[config.mk]
export PLATFORM = sky130hd
export DESIGN_NAME = bbd_ctrl
export DESIGN_NICKNAME = d
export VERILOG_FILES = /design/src/bbd_pkg.sv /design/src/bbd_ctrl.sv
export SDC_FILE = /design/constraint.sdc
export NUM_CORES = 1
export LEC_CHECK = 0
export BUFFER_PORTS_ARGS = -buffer_cell sky130_fd_sc_hd__buf_2
export CORE_AREA = 2 2 39 41
export CTS_BUF_LIST = sky130_fd_sc_hd__clkbuf_8 sky130_fd_sc_hd__clkbuf_16
export CTS_CLUSTER_SIZE = 30
export DETAILED_ROUTE_END_ITERATION = 7
export DIE_AREA = 0 0 41 43
export GPL_TIMING_DRIVEN = 0
export PLACE_DENSITY = 0.34
export SYNTH_ARGS = -nofsm -noshare
export SYNTH_HDL_FRONTEND = slang
export SYNTH_SLANG_ARGS = --single-unit
[constraint.sdc]
create_clock -name clk -period 1 [get_ports clk]
set_input_delay 0.15 -clock clk [delete_from_list [all_inputs] [get_ports clk]]
set_output_delay 0.15 -clock clk [all_outputs]
set_load 0.02 [all_outputs]
[src/bbd_pkg.sv]
// Shared types, constants and averaging function for the Bayer demosaic block.
package bbd_pkg;

    localparam int MAX_LINE_WIDTH = 4096;
    localparam int MAX_FRAME_HEIGHT = 4096;
    localparam int ADDR_W = $clog2(MAX_LINE_WIDTH);
    localparam int DIM_W = 13;
    localparam int PIX_W = 8;
    localparam logic [DIM_W-1:0] WIDTH_RESET = 13'd640;
    localparam logic [DIM_W-1:0] HEIGHT_RESET = 13'd480;
    localparam logic [DIM_W-1:0] DIM_MIN = 13'd2;
    localparam logic [DIM_W-1:0] WIDTH_MAX = 13'd4096;
    localparam logic [DIM_W-1:0] HEIGHT_MAX = 13'd4096;
    localparam logic [10:0] RECIP_THREE = 11'd683;

    localparam logic CFG_FRAME_WIDTH = 1'b0;
    localparam logic CFG_FRAME_HEIGHT = 1'b1;

    typedef enum logic [1:0] {
        ST_IDLE,
        ST_READ,
        ST_CALC,
        ST_OUT
    } state_t;

    typedef struct packed {
        logic capture;
        logic shift;
        logic calc;
    } cmd_t;

    typedef struct packed {
        logic produce;
    } sts_t;

    function automatic logic [PIX_W-1:0] avg4(
        input logic [3:0] ok,
        input logic [PIX_W-1:0] v0,
        input logic [PIX_W-1:0] v1,
        input logic [PIX_W-1:0] v2,
        input logic [PIX_W-1:0] v3
    );
        logic [9:0] sum;
        logic [20:0] prod;
        logic [PIX_W-1:0] res;
        sum = (ok[0] ? {2'b00, v0} : 10'd0) + (ok[1] ? {2'b00, v1} : 10'd0)
            + (ok[2] ? {2'b00, v2} : 10'd0) + (ok[3] ? {2'b00, v3} : 10'd0);
        prod = {11'd0, sum} * {10'd0, RECIP_THREE};
        case ($countones(ok))
            1: res = sum[PIX_W-1:0];
            2: res = sum[PIX_W:1];
            3: res = prod[18:11];
            4: res = sum[PIX_W+1:2];
            default: res = '0;
        endcase
        return res;
    endfunction

endpackage

[src/bbd_ctrl.sv]
// Controller state machine that sequences one item through the datapath.
module bbd_ctrl (
    input  logic          clk,
    input  logic          rst_n,
    input  logic          in_valid,
    output logic          in_ready,
    output logic          out_valid,
    input  logic          out_ready,
    input  bbd_pkg::sts_t sts,
    output bbd_pkg::cmd_t cmd
);

    bbd_pkg::state_t state_reg;
    bbd_pkg::state_t state_next;

    always_ff @(posedge clk or negedge rst_n)
    begin
        if (!rst_n)
        begin
            state_reg <= bbd_pkg::ST_IDLE;
        end
        else
        begin
            state_reg <= state_next;
        end
    end

    always_comb
    begin
        state_next = state_reg;
        cmd = '0;
        in_ready = 1'b0;
        out_valid = 1'b0;
        case (state_reg)
            bbd_pkg::ST_IDLE:
            begin
                in_ready = 1'b1;
                if (in_valid)
                begin
                    cmd.capture = 1'b1;
                    state_next = bbd_pkg::ST_READ;
                end
            end
            bbd_pkg::ST_READ:
            begin
                cmd.shift = 1'b1;
                state_next = bbd_pkg::ST_CALC;
            end
            bbd_pkg::ST_CALC:
            begin
                cmd.calc = 1'b1;
                state_next = sts.produce ? bbd_pkg::ST_OUT : bbd_pkg::ST_IDLE;
            end
            bbd_pkg::ST_OUT:
            begin
                out_valid = 1'b1;
                if (out_ready)
                begin
                    state_next = bbd_pkg::ST_IDLE;
                end
            end
            default:
            begin
                state_next = bbd_pkg::ST_IDLE;
            end
        endcase
    end

endmodule

== Word-level counts from Yosys, hierarchy flattened ==
Index checks and enable logic that the tools add are counted.
Cells by class
  add/subtract/negate cells: 0
  multipliers: 0
  div/mod/pow operators: 0
  order comparisons: 0
  equal/unequal tests: 5
  shifts and indexed selects: 0
  muxes and demuxes: 10
  bitwise operators: 0
  reductions and logical operators: 2
Operators with widths (number)
  case mux 2 bit (4 select lines): 1
  2-to-1 mux 1 bit: 6
  2-to-1 mux 2 bit: 3
  == test 2 bit, second input constant: 2
  != test 2 bit, second input constant: 2
  == test 2 x 1 -> 1 bit, second input constant: 1
  logical NOT 2 bit: 1
  AND reduction 2 bit: 1
Storage, ports and cells
  bits in registers: 2
  bits in latches: 0
  bits in writable memories: 0
  memory bits (read-only): 0
  input bits: 5
  output and inout port bits: 5
  memories kept: 0

== Depth between registers and ports, before layout ==
  depth after elaboration: 3
  mapped depth: 2
  mapped depth without buffers: 2

== Least setup slack after synthesis ==
OpenSTA, ideal clock, no wires.
  path kind: register to output
  start: register state_reg[0]
  end: output cmd[2] (netlist name)
  arrival: 1.041 ns
  path slack: -0.191 ns
  cell stages (with the launch flop): 3
  buffers on the path: 0
  path through: dfrtp_1 -> nor2_1 -> and2_1
RTL lines
  from (decl): RTL line bbd_ctrl.sv:13  | bbd_pkg::state_t state_reg;
  from (signal assigned): RTL line bbd_ctrl.sv:20  | state_reg <= bbd_pkg::ST_IDLE;
  from (signal assigned): RTL line bbd_ctrl.sv:24  | state_reg <= state_next;
  to (decl): RTL line bbd_ctrl.sv:10  | output bbd_pkg::cmd_t cmd

==> flow_summary_export.csv <==
group,metric,value,unit
run_status,outcome,"finished with violations",
run_status,violations,"setup timing",
power_and_ir_drop,p_leak,0.1416,nW
setup_path,critical_path_peak_fanout,5,
setup_path,timing.rr.end,"state_reg[0]$_DFFE_PN0P_",
synthesis,synth.yosys.warnings,0,
synthesis,syn_nets,17,
setup_path,rr_startpoint,"state_reg[1]$_DFFE_PN0P_",
timing,slew-limit-headroom,91.99,%
place,port-buffer-count,9,
synthesis,yosys.cell_types.count,11,
synthesis,post_synth_main_area_contributors,"dfrtp_1 (46%), mux2i_1 (9.2%), and2b_1 (6.9%)",
setup_path,startpoint_type,"flip-flop",
global_route,global_route.usage.total,6.419,%
power_and_ir_drop,p_per_area,3869,nW/um^2
timing,timing.setup.tns,-0.5083,ns
timing,period_utilisation_layout,114.9,%
min_path,worstHoldStart,"out_ready",
detailed_routing,routed_via_density,3.273,
die,top_level_ports,10,
global_route,grt_first_pass_wirelength,641,um
timing,postLayoutSetupSlackWorst,-0.1493,ns
final_layout,drive_gt1_share,67.86,%
die,row_count,14,
timing,timing_worst_slew_pin_value,0.1168,ns
timing,period_minus_slack,1.149,ns
place,final_wtd_congestion,0.5491,
synthesis,syn-cell-area,108.9,um^2
place,pre_cts_ws,-0.02230,ns
power_and_ir_drop,power.ir.vdd_worst,0.5036,mV
setup_path,worstSetupPathType,"flip-flop to primary output",
clock_network,tritoncts,"built",
clock_network,cts_max_path_buffers,2,
synthesis,synthDominantAreaCellType,"dfrtp_1",
detailed_routing,detailedRoute.firstIterationViolations,1,
setup_path,reg2regPathDepth,3,
global_route,first_global_vias,166,
detailed_routing,antenna_violating_nets_remaining,0,
timing,setup_viol_count_final,5,
detailed_routing,wl,384,um
setup_path,crit_required,0.85,ns
synthesis,synth.yosys.seq_area_share,45.98,%
final_layout,final_nets,35,
synthesis,syn_inst,12,
setup_path,reg2reg_slack,0.07,ns
clock_network,cts_root_buf,"clkbuf_8",
final_layout,area_growth_syn_to_layout,156.3,%
timing,skew,0.001762,ns
timing,hold_viol,0,
die,die_w,41,um
detailed_routing,detailroute.via_count,144,
min_path,holdCritPathClass,"input port to flip-flop",
detailed_routing,post_drt_wl_per_cell,8.727,um
detailed_routing,drt_first_pass_iters,2,
global_route,globalRouteOverflowTotal,0,
detailed_routing,post-route-drc-count,0,
die,core_region_area,1384,um^2
global_route,maximum_number_of_pins_on_one_net_before_global_route_repair,6,
final_layout,largest_reg_flops,2,
synthesis,ys_ff_latch,2,
clock_network,tritoncts_num_sinks,2,
run,max_cap_violations,0,
clock_network,level_count_of_the_clock_h_tree,1,
die,die_height,43,um
global_route,grt_antenna_before_repair,0,
die,start_util,7.866,%
timing,timing_max_transition_violations_final,0,
setup_path,critPathArrivalTime,1.00,ns
synthesis,avgSynthCellArea,9.071,um^2
timing,fmax,870.1,MHz
synthesis,netlist.area_leader.share,45.98,%
min_path,holdPathEnd,"state_reg[1]$_DFFE_PN0P_",
clock_network,clkTransAtPathRegs,0.03,ns
min_path,worst_hold_path.num_cells,2,
timing,grt_setup_unrepaired,"true",
clock_network,clk-insertion-delay-late,0.21,ns
setup_path,end_kind,"primary output",
final_layout,antenna_cells,0,
clock_network,tritoncts_buffers,3,
die,fp.dieArea,1763,um^2
[critical path: stages (launching register included)]
cell,delay (ns)
dfrtp_2,0.42
nor2_4,0.12
and2_4,0.14
buf_6,0.11
[what timing repair did]
action | 4_1_cts | 5_1_grt
pin swaps | 0 | 2
hold buffers | 1 | 0
buffers inserted | 2 | 1
cloned | 0 | 0
resized for setup | 7 | 2
endpoints found under the setup margin | 5 | 5
hold endpoints to repair | 2 | 0
[final cells by class]
cell class	count	area, um^2
fill	155	1105
timing repair buffer	13	96.34
multi-input combinational	9	65.06
sequential	2	52.55
clock buffer	3	41.29
tap	16	20.02
inverter	1	3.754
[Yosys cell counts]
library cell and instances:
nand2_1 1, and2_1 1, nor2b_1 1, inv_1 1, a21oi_1 1, o22ai_1 1
nor2_1 1, dfrtp_1 2, and2b_1 1, a31oi_1 1, mux2i_1 1
[report_power, final]
group | leakage [nW] | internal, W | switching (W)
Clock | 0.0216 | 0.000255 | 0.0000653
Combinational | 0.0981 | 0.000304 | 0.000261
Sequential | 0.0219 | 0.000131 | 0.0000641
[cell families (layout without fill, tap and decap cells)]
family	after synthesis	after routing	synth area share, %
muxes	1	1	9.196
DFF	2	2	45.98
buffers and inverters	1	17	3.445
and+or+nand+nor	5	5	25.29
AOI/OAI and AO/OA	3	3	16.09
[per-stage QoR]
step / area, um^2 / util (%) / total power (W) / hold slack (ns) / std cells
after floorplan: 117.6 / - / 0.0004553 / -0.1456 / 12
after CTS: 265.3 / 19.17 / 0.001028 / 0.1512 / 43
final: 279.0 / 20.16 / 0.001080 / 0.1524 / 44
after global routing: 279.0 / 20.16 / 0.001153 / 0.1780 / 44
after global placement: 182.7 / 13.20 / 0.0005692 / -0.06213 / 37
after detailed placement: 182.7 / 13.20 / 0.0005783 / -0.06047 / 37
[worst max-delay path by stage]
stage                        startpoint  endpoint  slack [ns]  cells past startpoint
2_1_floorplan  state_reg[0]$_DFFE_PN0P_    cmd[2]       0.006                      2
3_3_place_gp   state_reg[0]$_DFFE_PN0P_    cmd[2]       0.008                      3
3_5_place_dp   state_reg[0]$_DFFE_PN0P_    cmd[2]       -0.02                      3
4_1_cts        state_reg[0]$_DFFE_PN0P_    cmd[2]       -0.16                      3
5_1_grt        state_reg[1]$_DFFE_PN0P_    cmd[2]       -0.19                      3
6_report       state_reg[1]$_DFFE_PN0P_    cmd[2]       -0.15                      3
[metal layers]
layer,routed length (um),part of all wire [%],track usage (%),up-vias
li1,-,-,-,75
met1,153,40,6.090,55
met2,136,35,7.187,12
met3,73,19,3.665,2
met4,21,5.5,10.00,0
met5,0,0,0,-
[cell usage in the layout, fill, tap and decap left out]
cell type	netlist	routed
o22ai_1	1	1
a31oi_1	1	1
buf_6	0	3
mux2i_1	1	1
and2_4	0	1
nand2_1	1	1
dlygate4sd3_1	0	1
and2b_1	1	1
buf_4	0	3
buf_2	0	6
dfrtp_2	0	2
inv_1	1	1
clkbuf_8	0	3
a21oi_1	1	1
nor2_4	0	1
nor2b_1	1	1
Note: power is estimated with default switching activity, not from simulation.
